`src/rtl/irk_pkg.sv`:
```
package irk_pkg;

    // Input commands.
    localparam logic [1:0] CMD_FRAME  = 2'd0;
    localparam logic [1:0] CMD_TICK   = 2'd1;
    localparam logic [1:0] CMD_MAP_WR = 2'd2;

    // Protocol modes. The spare code behaves as NEC.
    localparam logic [1:0] MODE_NEC     = 2'd0;
    localparam logic [1:0] MODE_RCA     = 2'd1;
    localparam logic [1:0] MODE_TOSHIBA = 2'd2;

    // Configuration register indexes.
    localparam logic [1:0] REG_MODE          = 2'd0;
    localparam logic [1:0] REG_CUSTOMER      = 2'd1;
    localparam logic [1:0] REG_REPEAT_HOLD   = 2'd2;
    localparam logic [1:0] REG_RELEASE_DELAY = 2'd3;

    // Event kinds.
    localparam logic KIND_DOWN = 1'b0;
    localparam logic KIND_UP   = 1'b1;

    // Reset values of the configuration registers.
    localparam logic [15:0] RST_REPEAT_HOLD   = 16'd200;
    localparam logic [7:0]  RST_RELEASE_DELAY = 8'd7;

    typedef struct packed {
        logic [1:0]  cmd;
        logic        repeat_bit;
        logic [31:0] frame_word;
        logic [5:0]  map_index;
        logic [7:0]  map_scan;
        logic [15:0] map_key;
    } t_in_item;

    typedef struct packed {
        logic        event_kind;
        logic [15:0] customer_field;
        logic [7:0]  scan_field;
        logic [15:0] mapped_key;
        logic        mapped_valid;
        logic        repeat_flag;
        logic        last_of_run;
    } t_out_item;

    typedef struct packed {
        logic capture;
        logic decide;
        logic search_start;
        logic search_step;
        logic load_out;
        logic next_event;
    } t_ctrl_cmd;

    typedef struct packed {
        logic [1:0] ev_count;
        logic       search_done;
        logic       has_more;
        logic       out_free;
    } t_dp_status;

endpackage

```
`src/rtl/irk_ctrl.sv`:
```
module irk_ctrl (
    input  logic                i_clk,
    input  logic                i_rst_n,
    input  logic                i_in_valid,
    output logic                o_in_ready,
    input  irk_pkg::t_dp_status i_status,
    output irk_pkg::t_ctrl_cmd  o_cmd
);
    import irk_pkg::*;

    typedef enum logic [1:0] {
        S_IDLE,
        S_DECIDE,
        S_SEARCH,
        S_EMIT
    } t_state;

    t_state r_state;
    t_state n_state;

    always_comb begin
        n_state = r_state;
        o_cmd   = '0;
        case (r_state)
            S_IDLE: begin
                if (i_in_valid) begin
                    o_cmd.capture = 1'b1;
                    n_state       = S_DECIDE;
                end
            end
            S_DECIDE: begin
                o_cmd.decide = 1'b1;
                if (i_status.ev_count != 2'd0) begin
                    o_cmd.search_start = 1'b1;
                    n_state            = S_SEARCH;
                end else begin
                    n_state = S_IDLE;
                end
            end
            S_SEARCH: begin
                o_cmd.search_step = 1'b1;
                if (i_status.search_done) begin
                    n_state = S_EMIT;
                end
            end
            S_EMIT: begin
                if (i_status.out_free) begin
                    o_cmd.load_out = 1'b1;
                    if (i_status.has_more) begin
                        o_cmd.next_event   = 1'b1;
                        o_cmd.search_start = 1'b1;
                        n_state            = S_SEARCH;
                    end else begin
                        n_state = S_IDLE;
                    end
                end
            end
            default: n_state = S_IDLE;
        endcase
    end

    always_ff @(posedge i_clk) begin
        if (!i_rst_n) begin
            r_state <= S_IDLE;
        end else begin
            r_state <= n_state;
        end
    end

    assign o_in_ready = (r_state == S_IDLE);

endmodule

```
`src/rtl/irk_dp.sv`:
```
module irk_dp #(
    parameter int MAP_DEPTH = 64
) (
    input  logic                i_clk,
    input  logic                i_rst_n,
    input  irk_pkg::t_in_item   i_in_data,
    input  irk_pkg::t_ctrl_cmd  i_cmd,
    output irk_pkg::t_dp_status o_status,
    input  logic                i_cfg_valid,
    output logic                o_cfg_ready,
    input  logic [1:0]          i_cfg_index,
    input  logic [15:0]         i_cfg_data,
    output logic                o_out_valid,
    input  logic                i_out_ready,
    output irk_pkg::t_out_item  o_out_data
);
    import irk_pkg::*;

    localparam int AW = (MAP_DEPTH > 1) ? $clog2(MAP_DEPTH) : 1;
    localparam int IW = 9;
    localparam logic [AW-1:0] LAST_ADDR = AW'(MAP_DEPTH - 1);
    localparam logic [IW-1:0] DEPTH_LIM = IW'(MAP_DEPTH);

    // Configuration.
    logic [1:0]  r_mode;
    logic [15:0] r_cust;
    logic [15:0] r_hold;
    logic [7:0]  r_rdelay;

    // Captured input item.
    t_in_item r_in;

    // Key map: scan code in the upper byte, key code below.
    logic [23:0]          r_mem [MAP_DEPTH];
    logic [MAP_DEPTH-1:0] r_map_vld;

    // Event tracking state.
    logic [31:0] r_tick;
    logic [1:0]  r_rep_cnt;
    logic [31:0] r_frt;
    logic [31:0] r_held;
    logic        r_kd;
    logic [7:0]  r_rel_cnt;
    logic        r_rel_armed;

    // Pending events of the current item.
    logic [31:0] r_ev0_word;
    logic        r_ev0_kind;
    logic        r_ev0_rep;
    logic [31:0] r_ev1_word;
    logic [1:0]  r_ev_n;
    logic        r_ev_sel;

    // Search pipeline.
    logic [AW-1:0] r_addr;
    logic          r_issue_done;
    logic          r_pipe;
    logic          r_pipe_last;
    logic [23:0]   r_rd_word;
    logic          r_rd_vld;
    logic [15:0]   r_res_key;
    logic          r_res_hit;

    // Output register.
    logic      r_out_valid;
    t_out_item r_out;

    // Next-state values for one item.
    logic [31:0] n_tick;
    logic [1:0]  n_rep_cnt;
    logic [31:0] n_frt;
    logic [31:0] n_held;
    logic        n_kd;
    logic [7:0]  n_rel_cnt;
    logic        n_rel_armed;
    logic [31:0] n_ev0_word;
    logic        n_ev0_kind;
    logic        n_ev0_rep;
    logic [1:0]  n_ev_n;

    logic [1:0]  rc1;
    logic [31:0] frt1;
    logic [31:0] delta;
    logic        fire;
    logic        up;
    logic        kd1;

    logic [31:0] cur_word;
    logic        cur_kind;
    logic        cur_rep;
    logic [15:0] cur_cust;
    logic [7:0]  cur_scan;
    logic        cust_match;
    logic        match;
    logic        map_we;
    logic        rd_en;

    assign o_cfg_ready = 1'b1;

    always_ff @(posedge i_clk) begin
        if (!i_rst_n) begin
            r_mode   <= MODE_NEC;
            r_cust   <= '0;
            r_hold   <= RST_REPEAT_HOLD;
            r_rdelay <= RST_RELEASE_DELAY;
        end else if (i_cfg_valid) begin
            case (i_cfg_index)
                REG_MODE:          r_mode   <= i_cfg_data[1:0];
                REG_CUSTOMER:      r_cust   <= i_cfg_data;
                REG_REPEAT_HOLD:   r_hold   <= i_cfg_data;
                REG_RELEASE_DELAY: r_rdelay <= i_cfg_data[7:0];
                default: ;
            endcase
        end
    end

    always_ff @(posedge i_clk) begin
        if (i_cmd.capture) begin
            r_in <= i_in_data;
        end
    end

    always_comb begin
        n_tick      = r_tick;
        n_rep_cnt   = r_rep_cnt;
        n_frt       = r_frt;
        n_held      = r_held;
        n_kd        = r_kd;
        n_rel_cnt   = r_rel_cnt;
        n_rel_armed = r_rel_armed;
        n_ev0_word  = r_in.frame_word;
        n_ev0_kind  = KIND_DOWN;
        n_ev0_rep   = 1'b0;
        n_ev_n      = 2'd0;
        rc1         = r_rep_cnt;
        frt1        = r_frt;
        delta       = '0;
        fire        = 1'b0;
        up          = 1'b0;
        kd1         = r_kd;
        case (r_in.cmd)
            CMD_FRAME: begin
                if (r_mode != MODE_RCA) begin
                    if (r_in.repeat_bit) begin
                        rc1 = (r_rep_cnt == 2'd3) ? r_rep_cnt : r_rep_cnt + 2'd1;
                        if (rc1 == 2'd1) begin
                            frt1 = r_tick;
                        end
                        delta = r_tick - frt1;
                    end else begin
                        rc1 = 2'd0;
                    end
                    n_frt     = frt1;
                    n_rep_cnt = rc1;
                    fire      = (rc1 == 2'd0) || (delta >= {16'd0, r_hold});
                    if (fire) begin
                        n_ev_n    = 2'd1;
                        n_kd      = 1'b1;
                        n_rep_cnt = 2'd0;
                        if (rc1 != 2'd0) begin
                            n_ev0_word = r_held;
                            n_ev0_rep  = 1'b1;
                        end else begin
                            n_held = r_in.frame_word;
                        end
                    end
                end else begin
                    up  = (r_held != 32'd0) && (r_held != r_in.frame_word);
                    kd1 = up ? 1'b0 : r_kd;
                    n_ev_n = {1'b0, up} + {1'b0, ~kd1};
                    if (up) begin
                        n_ev0_word = r_held;
                        n_ev0_kind = KIND_UP;
                    end
                    n_kd        = 1'b1;
                    n_held      = kd1 ? r_held : r_in.frame_word;
                    n_rel_cnt   = r_rdelay;
                    n_rel_armed = 1'b1;
                end
            end
            CMD_TICK: begin
                n_tick = r_tick + 32'd1;
                if (r_rel_armed) begin
                    if (r_rel_cnt <= 8'd1) begin
                        n_rel_armed = 1'b0;
                        n_rel_cnt   = 8'd0;
                        n_held      = '0;
                        if (r_kd) begin
                            n_ev_n     = 2'd1;
                            n_ev0_word = r_held;
                            n_ev0_kind = KIND_UP;
                            n_kd       = 1'b0;
                        end
                    end else begin
                        n_rel_cnt = r_rel_cnt - 8'd1;
                    end
                end
            end
            default: ;
        endcase
    end

    always_ff @(posedge i_clk) begin
        if (!i_rst_n) begin
            r_tick      <= '0;
            r_rep_cnt   <= '0;
            r_frt       <= '0;
            r_held      <= '0;
            r_kd        <= 1'b0;
            r_rel_cnt   <= '0;
            r_rel_armed <= 1'b0;
            r_ev_n      <= '0;
            r_ev_sel    <= 1'b0;
        end else begin
            if (i_cmd.decide) begin
                r_tick      <= n_tick;
                r_rep_cnt   <= n_rep_cnt;
                r_frt       <= n_frt;
                r_held      <= n_held;
                r_kd        <= n_kd;
                r_rel_cnt   <= n_rel_cnt;
                r_rel_armed <= n_rel_armed;
                r_ev_n      <= n_ev_n;
                r_ev_sel    <= 1'b0;
            end else if (i_cmd.next_event) begin
                r_ev_sel <= 1'b1;
            end
        end
    end

    always_ff @(posedge i_clk) begin
        if (i_cmd.decide) begin
            r_ev0_word <= n_ev0_word;
            r_ev0_kind <= n_ev0_kind;
            r_ev0_rep  <= n_ev0_rep;
            r_ev1_word <= r_in.frame_word;
        end
    end

    // Field layout of the event being worked on.
    assign cur_word = r_ev_sel ? r_ev1_word : r_ev0_word;
    assign cur_kind = r_ev_sel ? KIND_DOWN : r_ev0_kind;
    assign cur_rep  = r_ev_sel ? 1'b0 : r_ev0_rep;

    always_comb begin
        case (r_mode)
            MODE_RCA: begin
                cur_cust = {12'd0, cur_word[11:8]};
                cur_scan = cur_word[7:0];
            end
            MODE_TOSHIBA: begin
                cur_cust = cur_word[31:16];
                cur_scan = cur_word[15:8];
            end
            default: begin
                cur_cust = cur_word[15:0];
                cur_scan = cur_word[23:16];
            end
        endcase
    end

    assign cust_match = (cur_cust == r_cust);

    // Key map write and one registered read a cycle.
    assign map_we = i_cmd.decide && (r_in.cmd == CMD_MAP_WR)
                    && ({3'd0, r_in.map_index} < DEPTH_LIM);
    assign rd_en  = i_cmd.search_step && !r_issue_done;

    always_ff @(posedge i_clk) begin
        if (map_we) begin
            r_mem[AW'(r_in.map_index)] <= {r_in.map_scan, r_in.map_key};
        end
        if (rd_en) begin
            r_rd_word <= r_mem[r_addr];
        end
    end

    always_ff @(posedge i_clk) begin
        if (!i_rst_n) begin
            r_map_vld <= '0;
        end else if (map_we) begin
            r_map_vld[AW'(r_in.map_index)] <= 1'b1;
        end
    end

    assign match = r_pipe && r_rd_vld && cust_match && (r_rd_word[23:16] == cur_scan);

    always_ff @(posedge i_clk) begin
        if (!i_rst_n) begin
            r_addr       <= '0;
            r_issue_done <= 1'b0;
            r_pipe       <= 1'b0;
            r_pipe_last  <= 1'b0;
            r_rd_vld     <= 1'b0;
            r_res_hit    <= 1'b0;
            r_res_key    <= '0;
        end else if (i_cmd.search_start) begin
            r_addr       <= '0;
            r_issue_done <= 1'b0;
            r_pipe       <= 1'b0;
            r_pipe_last  <= 1'b0;
            r_res_hit    <= 1'b0;
            r_res_key    <= '0;
        end else if (i_cmd.search_step) begin
            r_pipe <= rd_en;
            if (rd_en) begin
                r_rd_vld    <= r_map_vld[r_addr];
                r_pipe_last <= (r_addr == LAST_ADDR);
                if (r_addr == LAST_ADDR) begin
                    r_issue_done <= 1'b1;
                end else begin
                    r_addr <= r_addr + AW'(1);
                end
            end
            if (match) begin
                r_res_hit <= 1'b1;
                r_res_key <= r_rd_word[15:0];
            end
        end
    end

    always_ff @(posedge i_clk) begin
        if (!i_rst_n) begin
            r_out_valid <= 1'b0;
        end else if (i_cmd.load_out) begin
            r_out_valid <= 1'b1;
        end else if (i_out_ready) begin
            r_out_valid <= 1'b0;
        end
    end

    always_ff @(posedge i_clk) begin
        if (i_cmd.load_out) begin
            r_out.event_kind     <= cur_kind;
            r_out.customer_field <= cur_cust;
            r_out.scan_field     <= cur_scan;
            r_out.mapped_key     <= r_res_key;
            r_out.mapped_valid   <= r_res_hit;
            r_out.repeat_flag    <= cur_rep;
            r_out.last_of_run    <= r_ev_sel || (r_ev_n == 2'd1);
        end
    end

    assign o_out_valid = r_out_valid;
    assign o_out_data  = r_out;

    assign o_status.ev_count    = n_ev_n;
    assign o_status.search_done = !cust_match || match || (r_pipe && r_pipe_last);
    assign o_status.has_more    = !r_ev_sel && (r_ev_n == 2'd2);
    assign o_status.out_free    = !r_out_valid || i_out_ready;

    a_miss_key_zero: assert property (@(posedge i_clk) disable iff (!i_rst_n)
        r_out_valid && !r_out.mapped_valid |-> r_out.mapped_key == 16'd0)
        else $error("mapped key is non-zero on a miss");

    a_repeat_down: assert property (@(posedge i_clk) disable iff (!i_rst_n)
        r_out_valid && r_out.repeat_flag |-> r_out.event_kind == KIND_DOWN)
        else $error("repeat flag set on a key-up");

    a_second_event: assert property (@(posedge i_clk) disable iff (!i_rst_n)
        r_ev_sel |-> r_ev_n == 2'd2)
        else $error("second event selected without two pending events");

    a_hit_stops: assert property (@(posedge i_clk) disable iff (!i_rst_n)
        i_cmd.search_step && match |=> r_res_hit)
        else $error("map hit not recorded");

endmodule

```
`src/rtl/ir_remote_key_event_tracker.sv`:
```
// Channel  Direction  Handshake                 Payload
// in       input      i_in_valid / o_in_ready   i_in_data   (irk_pkg::t_in_item)
// out      output     o_out_valid / i_out_ready o_out_data  (irk_pkg::t_out_item)
// cfg      input      i_cfg_valid / o_cfg_ready i_cfg_index, i_cfg_data
//
// An item is registered on capture, and its effect on the tracking state is settled in the
// next cycle. Each result then searches the key map one entry a cycle through the single
// read port of the map memory; the search ends at the first hit, after the last entry, or
// at once when the customer code does not match. An item yields no result, one or two.
// Reset is synchronous and active low; it clears the map valid bits at once, so no clearing
// pass is needed. A result waits in the output register while the next item is taken in;
// a stalled output holds back the following result and, while it waits, any further item.
module ir_remote_key_event_tracker #(
    parameter int MAP_DEPTH = 64
) (
    input  logic               i_clk,
    input  logic               i_rst_n,
    input  logic               i_in_valid,
    output logic               o_in_ready,
    input  irk_pkg::t_in_item  i_in_data,
    output logic               o_out_valid,
    input  logic               i_out_ready,
    output irk_pkg::t_out_item o_out_data,
    input  logic               i_cfg_valid,
    output logic               o_cfg_ready,
    input  logic [1:0]         i_cfg_index,
    input  logic [15:0]        i_cfg_data
);
    import irk_pkg::*;

    // The controller sequences each item through capture and decision, and each result through
    // map search and emission; the datapath holds the configuration, the key map and the tracking state.
    t_ctrl_cmd  cmd;
    t_dp_status status;

    irk_ctrl u_ctrl (
        .i_clk      (i_clk),
        .i_rst_n    (i_rst_n),
        .i_in_valid (i_in_valid),
        .o_in_ready (o_in_ready),
        .i_status   (status),
        .o_cmd      (cmd)
    );

    irk_dp #(
        .MAP_DEPTH (MAP_DEPTH)
    ) u_dp (
        .i_clk       (i_clk),
        .i_rst_n     (i_rst_n),
        .i_in_data   (i_in_data),
        .i_cmd       (cmd),
        .o_status    (status),
        .i_cfg_valid (i_cfg_valid),
        .o_cfg_ready (o_cfg_ready),
        .i_cfg_index (i_cfg_index),
        .i_cfg_data  (i_cfg_data),
        .o_out_valid (o_out_valid),
        .i_out_ready (i_out_ready),
        .o_out_data  (o_out_data)
    );

endmodule
```
`config.mk`:
```
export PLATFORM = sky130hd
export DESIGN_NAME = ir_remote_key_event_tracker
export DESIGN_NICKNAME = d
export VERILOG_FILES = /design/src/rtl/irk_pkg.sv /design/src/rtl/irk_ctrl.sv /design/src/rtl/irk_dp.sv /design/src/rtl/ir_remote_key_event_tracker.sv
export SDC_FILE = /design/constraint.sdc
export NUM_CORES = 2
export LEC_CHECK = 0
export BUFFER_PORTS_ARGS = -buffer_cell sky130_fd_sc_hd__buf_2
export CAP_MARGIN = 20
export CORE_ASPECT_RATIO = 0.9
export CORE_MARGIN = 8
export CORE_UTILIZATION = 60
export CTS_BUF_LIST = sky130_fd_sc_hd__clkbuf_16
export DETAILED_ROUTE_END_ITERATION = 16
export PLACE_DENSITY = 0.77
export REMOVE_ABC_BUFFERS = 1
export SLEW_MARGIN = 20
export SYNTH_ARGS = -nofsm -noshare
export SYNTH_HDL_FRONTEND = slang
export SYNTH_HIERARCHICAL = 1
export SYNTH_SLANG_ARGS = --single-unit
```
`constraint.sdc`:
```
create_clock -name i_clk -period 8.2 [get_ports i_clk]
set_clock_uncertainty 0.2 [all_clocks]
set_input_delay 1.64 -clock i_clk [delete_from_list [all_inputs] [get_ports i_clk]]
set_output_delay 1.64 -clock i_clk [all_outputs]
set_load 0.02 [all_outputs]
```
# Word-level counts from Yosys, hierarchy flattened

Memories as Yosys holds them, arrays and structs flattened. A register that Yosys moved wholly into a read port is not among the register bits.
Index checks and enable logic that the tools add are counted.

Memory bits (writable): 1,536
Output and inout port bits: 47
Bits in registers: 422
Input port bits: 88
Logic and storage cells: 211
Memories: 1

Memories:

| name       | words | width | read ports | clocked after Yosys merged registers in | wr ports | RTL line     | source |
|---|---|---|---|---|---|---|---|
| u_dp.r_mem | 64    | 24    | 1          | 1                                       | 1        | irk_dp.sv:34 | `logic [23:0] r_mem [MAP_DEPTH];` |

Add/sub/neg operators: 6
Equal/unequal tests: 27
Mux-type cells: 80
Magnitude comparators: 5
Reduce and logical (&&, ||, !) cells: 47
Bitwise gates (word level): 5

Operators by type and width:

| operator              | number |
|---|---|
| $mux 32               | 20 |
| $pmux 32 s2           | 2 |
| $or 64x64->64         | 1 |
| $add 32x1->32 const B | 1 |
| $ge 32x16->1          | 1 |
| $ne 32x32->1          | 1 |
| $pmux 16 s2           | 1 |
| $pmux 8 s2            | 2 |
| $reduce_bool 32->1    | 1 |
| $sub 32x32->32        | 1 |
| $mux 2                | 15 |
| $mux 1                | 29 |
| $mux 8                | 3 |
| $reduce_and 3->1      | 7 |
| $eq 16x16->1          | 1 |
| $eq 2x2->1 const B    | 8 |
| $lt 6x7->1 const B    | 2 |
| $reduce_and 2->1      | 7 |
| $eq 2x1->1 const B    | 6 |
| $logic_and 1x1->1     | 9 |
| $eq 8x8->1            | 1 |
| $le 8x1->1 const B    | 1 |
| $logic_not 2->1       | 4 |
| $ne 2x2->1 const B    | 4 |
| 22 further kinds      | 42 |

# Longest topological paths before layout

Depth after elaboration: 21
Gate-level depth with buffers: 35
Gate-level depth less buffers: 31

# Hierarchy

The synthesis kept the hierarchy.

By module, submodules not included:

| module   | area an instance (um^2) | instances | sequential area each (um^2) | cells each |
|---|---|---|---|---|
| irk_dp   | 79,403.7                | 1         | 57,004.7                    | 4,214 |
| irk_ctrl | 145.1                   | 1         | 40.0                        | 17 |

# Least setup slack after synthesis

OpenSTA, ideal clock, no wires.

Kind: register -> register
Start: register u_dp.r_rep_cnt[0]
End: register u_dp.r_pipe_last
Setup time: 0.066 ns
Required time: 7.934 ns
Stages on the path, launching flop included: 35
Arrival time: 6.323 ns
Slack: 1.611 ns
Clock period less this slack: 6.589 ns
Buffers on the path: 5
Cell sequence: dfxtp_1 or2_1 buf_2 clkbuf_1 clkbuf_1 nand2_1 o21ai_0 ha_1 inv_1 ha_1 o41ai_1 a211oi_2 o211a_1 nor2_2 o21ai_0 xnor2_1 nor2_1 ha_1 a21o_1 a2111oi_0 o221ai_1 a21oi_1 nor4bb_1 and4_1 nand4_1 nor4b_2 nand3_2 a21oi_1 inv_1 o21ai_1 nand2b_1 nand2b_1 clkbuf_1 clkbuf_1 nor2_1

RTL lines:

| element                | RTL line      | source |
|---|---|---|
| start, declared        | irk_dp.sv:39  | `logic [1:0] r_rep_cnt;` |
| start signal, assigned | irk_dp.sv:217 | `r_rep_cnt <= n_rep_cnt;` |
| end signal, assigned   | irk_dp.sv:308 | `r_pipe_last <= (r_addr == LAST_ADDR);` |
| end, declared          | irk_dp.sv:58  | `logic r_pipe_last;` |

# Worst setup path in the final report

Start: register u_dp.r_rep_cnt[1]
End: register u_dp.r_ev0_word[27] (data pin)

Longest elaborated chain between the ends: 16
Elaborated cells on any way between the ends: 23
Classes of those cells: add/sub (2); order compare (1); eq/ne (2); mux (15); reduce/logical (3)

RTL lines:

| element                                   | RTL line      | source |
|---|---|---|
| $add 2x1->2 or $eq 2x2->1 (tied branches) | irk_dp.sv:145 | `rc1 = (r_rep_cnt == 2'd3) ? r_rep_cnt : r_rep_cnt + 2'd1;` |
| $mux 2 *                                  | irk_dp.sv:145 |  |
| $eq 2x1->1                                | irk_dp.sv:146 | `if (rc1 == 2'd1) begin` |
| $mux 32                                   | irk_dp.sv:146 |  |
| $mux 32                                   | irk_dp.sv:144 | `if (r_in.repeat_bit) begin` |
| $mux 32                                   | irk_dp.sv:143 | `if (r_mode != MODE_RCA) begin` |
| $mux 32                                   | irk_dp.sv:141 | `case (r_in.cmd)` |
| $sub 32x32->32                            | irk_dp.sv:149 | `delta = r_tick - frt1;` |
| $mux 32                                   | irk_dp.sv:144 |  |
| $mux 32                                   | irk_dp.sv:143 |  |
| $mux 32                                   | irk_dp.sv:141 |  |
| $ge 32x16->1                              | irk_dp.sv:155 | `fire = (rc1 == 2'd0) \|\| (delta >= {16'd0, r_hold});` |
| $logic_or 1x1->1                          | irk_dp.sv:155 |  |
| $mux 32 *                                 | irk_dp.sv:156 | `if (fire) begin` |
| $mux 32 *                                 | irk_dp.sv:143 |  |
| $pmux 32 s2 *                             | irk_dp.sv:141 |  |
| named net u_dp.n_ev0_word[27]             | irk_dp.sv:76  | `logic [31:0] n_ev0_word;` |
| end signal, assigned                      | irk_dp.sv:233 | `r_ev0_word <= n_ev0_word;` |
| end, declared                             | irk_dp.sv:47  | `logic [31:0] r_ev0_word;` |

The timed path passes the listed nets; every way through them passes the cells marked *. The select of a mux whose other input is x is not followed.
A chain may end at the register's enable or synchronous reset.

==> results.sh <==
export IMPL_synth_flop_cell="edfxtp_1"
export IMPL_setup_viol_count_final=0
export IMPL_report_final_slew_viol_count=0
export IMPL_layout_common_cells="edfxtp_1 (1735), mux4_2 (525), dfxtp_1 (241)"
export IMPL_clk_path_buf_depth=3
export IMPL_io_pins=135
export IMPL_synth_top_family_by_area="multiplexers"
export IMPL_rsz0062_at_grt="false"
export IMPL_initial_utilization_pct=60.6
export IMPL_arrival_ps=7760
export IMPL_multi_input_area_sq_um=21800
export IMPL_portBuffers=133
export IMPL_die_h_microns=361
export IMPL_synth_cell_type_count=93
export IMPL_syn_to_final_growth_pct=11.5
export IMPL_finalWorstPathRequiredPeriod_ps=7410
export IMPL_drive_gt1_share_pct=25.4
export IMPL_seqCellArea_sq_um=57100
export IMPL_cts_buffers=184
export IMPL_synth_compound_area_share_pct=4.15
export IMPL_synthCells=4231
export IMPL_final_hold_violation_count=0
export IMPL_track_usage_pct=27.8
export IMPL_synth_edf_count=1735
export IMPL_synth_adder_area_share_pct=0.702
export IMPL_drt_iter0_markers=5866
export IMPL_cts_setup_buffers=0
export IMPL_grt_pass1_wl_mm=292
export IMPL_power_density_nw_per_um2=229
export IMPL_netlist_area_sq_um=79500
export IMPL_hold_buffers=0
export IMPL_firstDrtPassIters=8
export IMPL_maxCapViolations=0
export IMPL_vias=42658
export IMPL_avgSynthCellArea_sq_um=18.8
export IMPL_htreeDepth=4
export IMPL_place_hpwl_mm=111
export IMPL_fp_row_count=126
export IMPL_final_common_cell="edfxtp_1"
export IMPL_wire_per_inst_microns=32.6
export IMPL_path_clk_slew_ps=60
export IMPL_clockRootBuffer="clkbuf_16"
export IMPL_crit_path_start_kind="register"
export IMPL_drcViolationCount=0
export IMPL_nNetsFinal=4523
export IMPL_ys_ff_latch=1982
export IMPL_overflow=0
export IMPL_gp_congestion=0.922
export IMPL_grt_pass1_vias=42555
export IMPL_clkLatencyLatePin_ps=810
export IMPL_leakagePower_nw=28.3
export IMPL_routed_wl_mm=205
export IMPL_ant_nets=0
export IMPL_dieWidth_microns=400
export IMPL_fin_crit_sh_pct=90.4
export IMPL_vdd_drop_max_v=0.000209
export IMPL_n_fill_cell=8002
export IMPL_tightest_slew_ps=1190
export IMPL_synthMuxAreaShare_pct=16.5
export IMPL_antenna_found_initial=12
export IMPL_grt_start_max_net_pins=122
export IMPL_status="complete, no violations"
export IMPL_ys_seq_area_share_pct=71.7
export IMPL_cp_required_ps=8550
export IMPL_slew_headroom_pct=20.2
export IMPL_fmax_ghz=0.135
export IMPL_r2r_setup_slack_ps=790
export IMPL_synthSimpleGateAreaFrac_pct=4.26
export IMPL_critPathMaxFanout=30
export IMPL_dieArea_sq_um=145000
export IMPL_async_flop_share_pct=0
export IMPL_cts_tree="built"
export IMPL_synth_xor_area_share_pct=1.27
export IMPL_dp_cells=5923
export IMPL_stdcell_count=6285
export IMPL_cp_end_kind="register"
export IMPL_final_util_pct=67.5
export IMPL_path_class="reg -> reg"
export IMPL_core_sq_um=131000
export IMPL_hp_class="reg -> reg"
export IMPL_yosysWarnings=6
export IMPL_drt_vias_per_instance=6.79
export IMPL_cts_sinks=1982
==> routing by layer <==
layer / share of wire, % / vias to the layer above / global-route usage, %
li1: - / 17464 / -
met1: 37 / 21894 / 37.9
met2: 47 / 2807 / 43.6
met3: 11 / 485 / 6.93
met4: 4.4 / 8 / 11.1
met5: 0.026 / - / 0
==> worst max-delay path, stage by stage, from the launching register on <==
cell       delay (ps)
dfxtp_1           410
or2_1             290
o21ai_0           220
ha_1              250
inv_1             100
ha_1              250
o41ai_1           500
a211oi_2          160
o211a_1           320
nor2_2            230
o21ai_0           150
xnor2_1           170
nor2_1             70
ha_1              330
a21o_1            160
a2111oi_0         680
o221ai_1          240
a21oi_1           150
nor4bb_1          230
and4_1            230
nand4_1           110
nor4b_2           280
nand3_2           280
a31oi_4           250
buf_4             510
mux2_4            360
==> cells by family after synthesis <==
family                   Yosys count
buffers and inverters            278
AO/OA/AOI/OAI                    472
flip-flops                      1982
adder cells (fa/ha/maj)           45
AND/OR/NAND/NOR                  707
multiplexers                     635
XOR/XNOR                         111
other                              1
==> cells in the mapped netlist, types with 23 or more instances <==
cell / number / area, sq um
edfxtp_1: 1735 / 52100
mux4_2: 525 / 11800
dfxtp_1: 247 / 4940
nand2_1: 218 / 818
nor2_1: 218 / 818
clkbuf_1: 160 / 601
o21a_1: 77 / 578
o21ai_0: 77 / 385
a21oi_1: 71 / 355
xnor2_1: 65 / 569
mux2i_1: 56 / 561
buf_1: 47 / 176
inv_1: 45 / 169
ha_1: 43 / 538
xor2_1: 42 / 368
a22o_1: 37 / 324
nand4_1: 34 / 213
a21boi_0: 33 / 248
a211oi_1: 31 / 233
mux2_4: 30 / 450
nand3_1: 29 / 145
nor2b_1: 26 / 163
nor3_1: 26 / 130
mux2_2: 24 / 270
nand2b_1: 24 / 150
and3_1: 23 / 144
==> through the flow <==
stage / hold WS [ps] / power, mW / setup TNS [ps] / instance area (sq um) / setup slack, ps
floorplan: 208 / 11.8 / -332930 / 78600 / -10160
detailed placement: 230 / 12.0 / 0 / 82400 / 629
global route: 247 / 20.8 / 0 / 88700 / 258
global placement: 219 / 12.0 / 0 / 82400 / 708
CTS: 246 / 20.3 / 0 / 88400 / 590
finish: 241 / 20.3 / 0 / 88700 / 787
==> report_power, final <==
| part | internal (mW) | switching [mW] | total (mW) |
|---|---|---|---|
| clock network | 4.71 | 3.74 | 8.46 |
| registers | 11.1 | 0.0563 | 11.1 |
| logic | 0.235 | 0.458 | 0.693 |
==> sequential cells by signal, indices dropped and copies added, names as in the netlist, 6 cells and up <==
register / cells
u_dp/r_mem: 1536
u_dp/r_in: 65
u_dp/r_map_vld: 64
u_dp/o_out_data: 44
u_dp/r_ev0_word: 32
u_dp/r_ev1_word: 32
u_dp/r_frt: 32
u_dp/r_held: 32
u_dp/r_tick: 32
u_dp/r_rd_word: 24
u_dp/r_cust: 16
u_dp/r_hold: 16
u_dp/r_res_key: 16
u_dp/r_rdelay: 8
u_dp/r_rel_cnt: 8
u_dp/r_addr: 6
==> cell type report <==
class | count | area share (%)
sequential | 1982 | 64.4
multi-input combinational | 1971 | 24.6
clock buffer | 192 | 5.42
tap | 1728 | 2.44
timing repair buffer | 208 | 1.68
clock inverter | 153 | 1.29
inverter | 45 | 0.191
antenna | 6 | 0.0169
==> final timing paths <==
path	cells past startpoint	endpoint	start
max	25	u_dp/r_ev0_word[27]$_DFFE_PP_	u_dp/r_rep_cnt[1]$_SDFFE_PN0P_
min	0	u_dp/o_out_data[14]$_DFFE_PP_	u_dp/r_res_key[11]$_SDFFE_PP0P_
max reg2reg	25	u_dp/r_ev0_word[27]$_DFFE_PP_	u_dp/r_rep_cnt[1]$_SDFFE_PN0P_
min reg2reg	0	u_dp/o_out_data[14]$_DFFE_PP_	u_dp/r_res_key[11]$_SDFFE_PP0P_
==> repair_timing <==
item | CTS | global route
endpoints found under the hold margin | 0 | 0
gates resized for setup | 0 | 1
endpoints found under the setup margin | 0 | 7
Note: power is estimated with default switching activity, not from simulation.
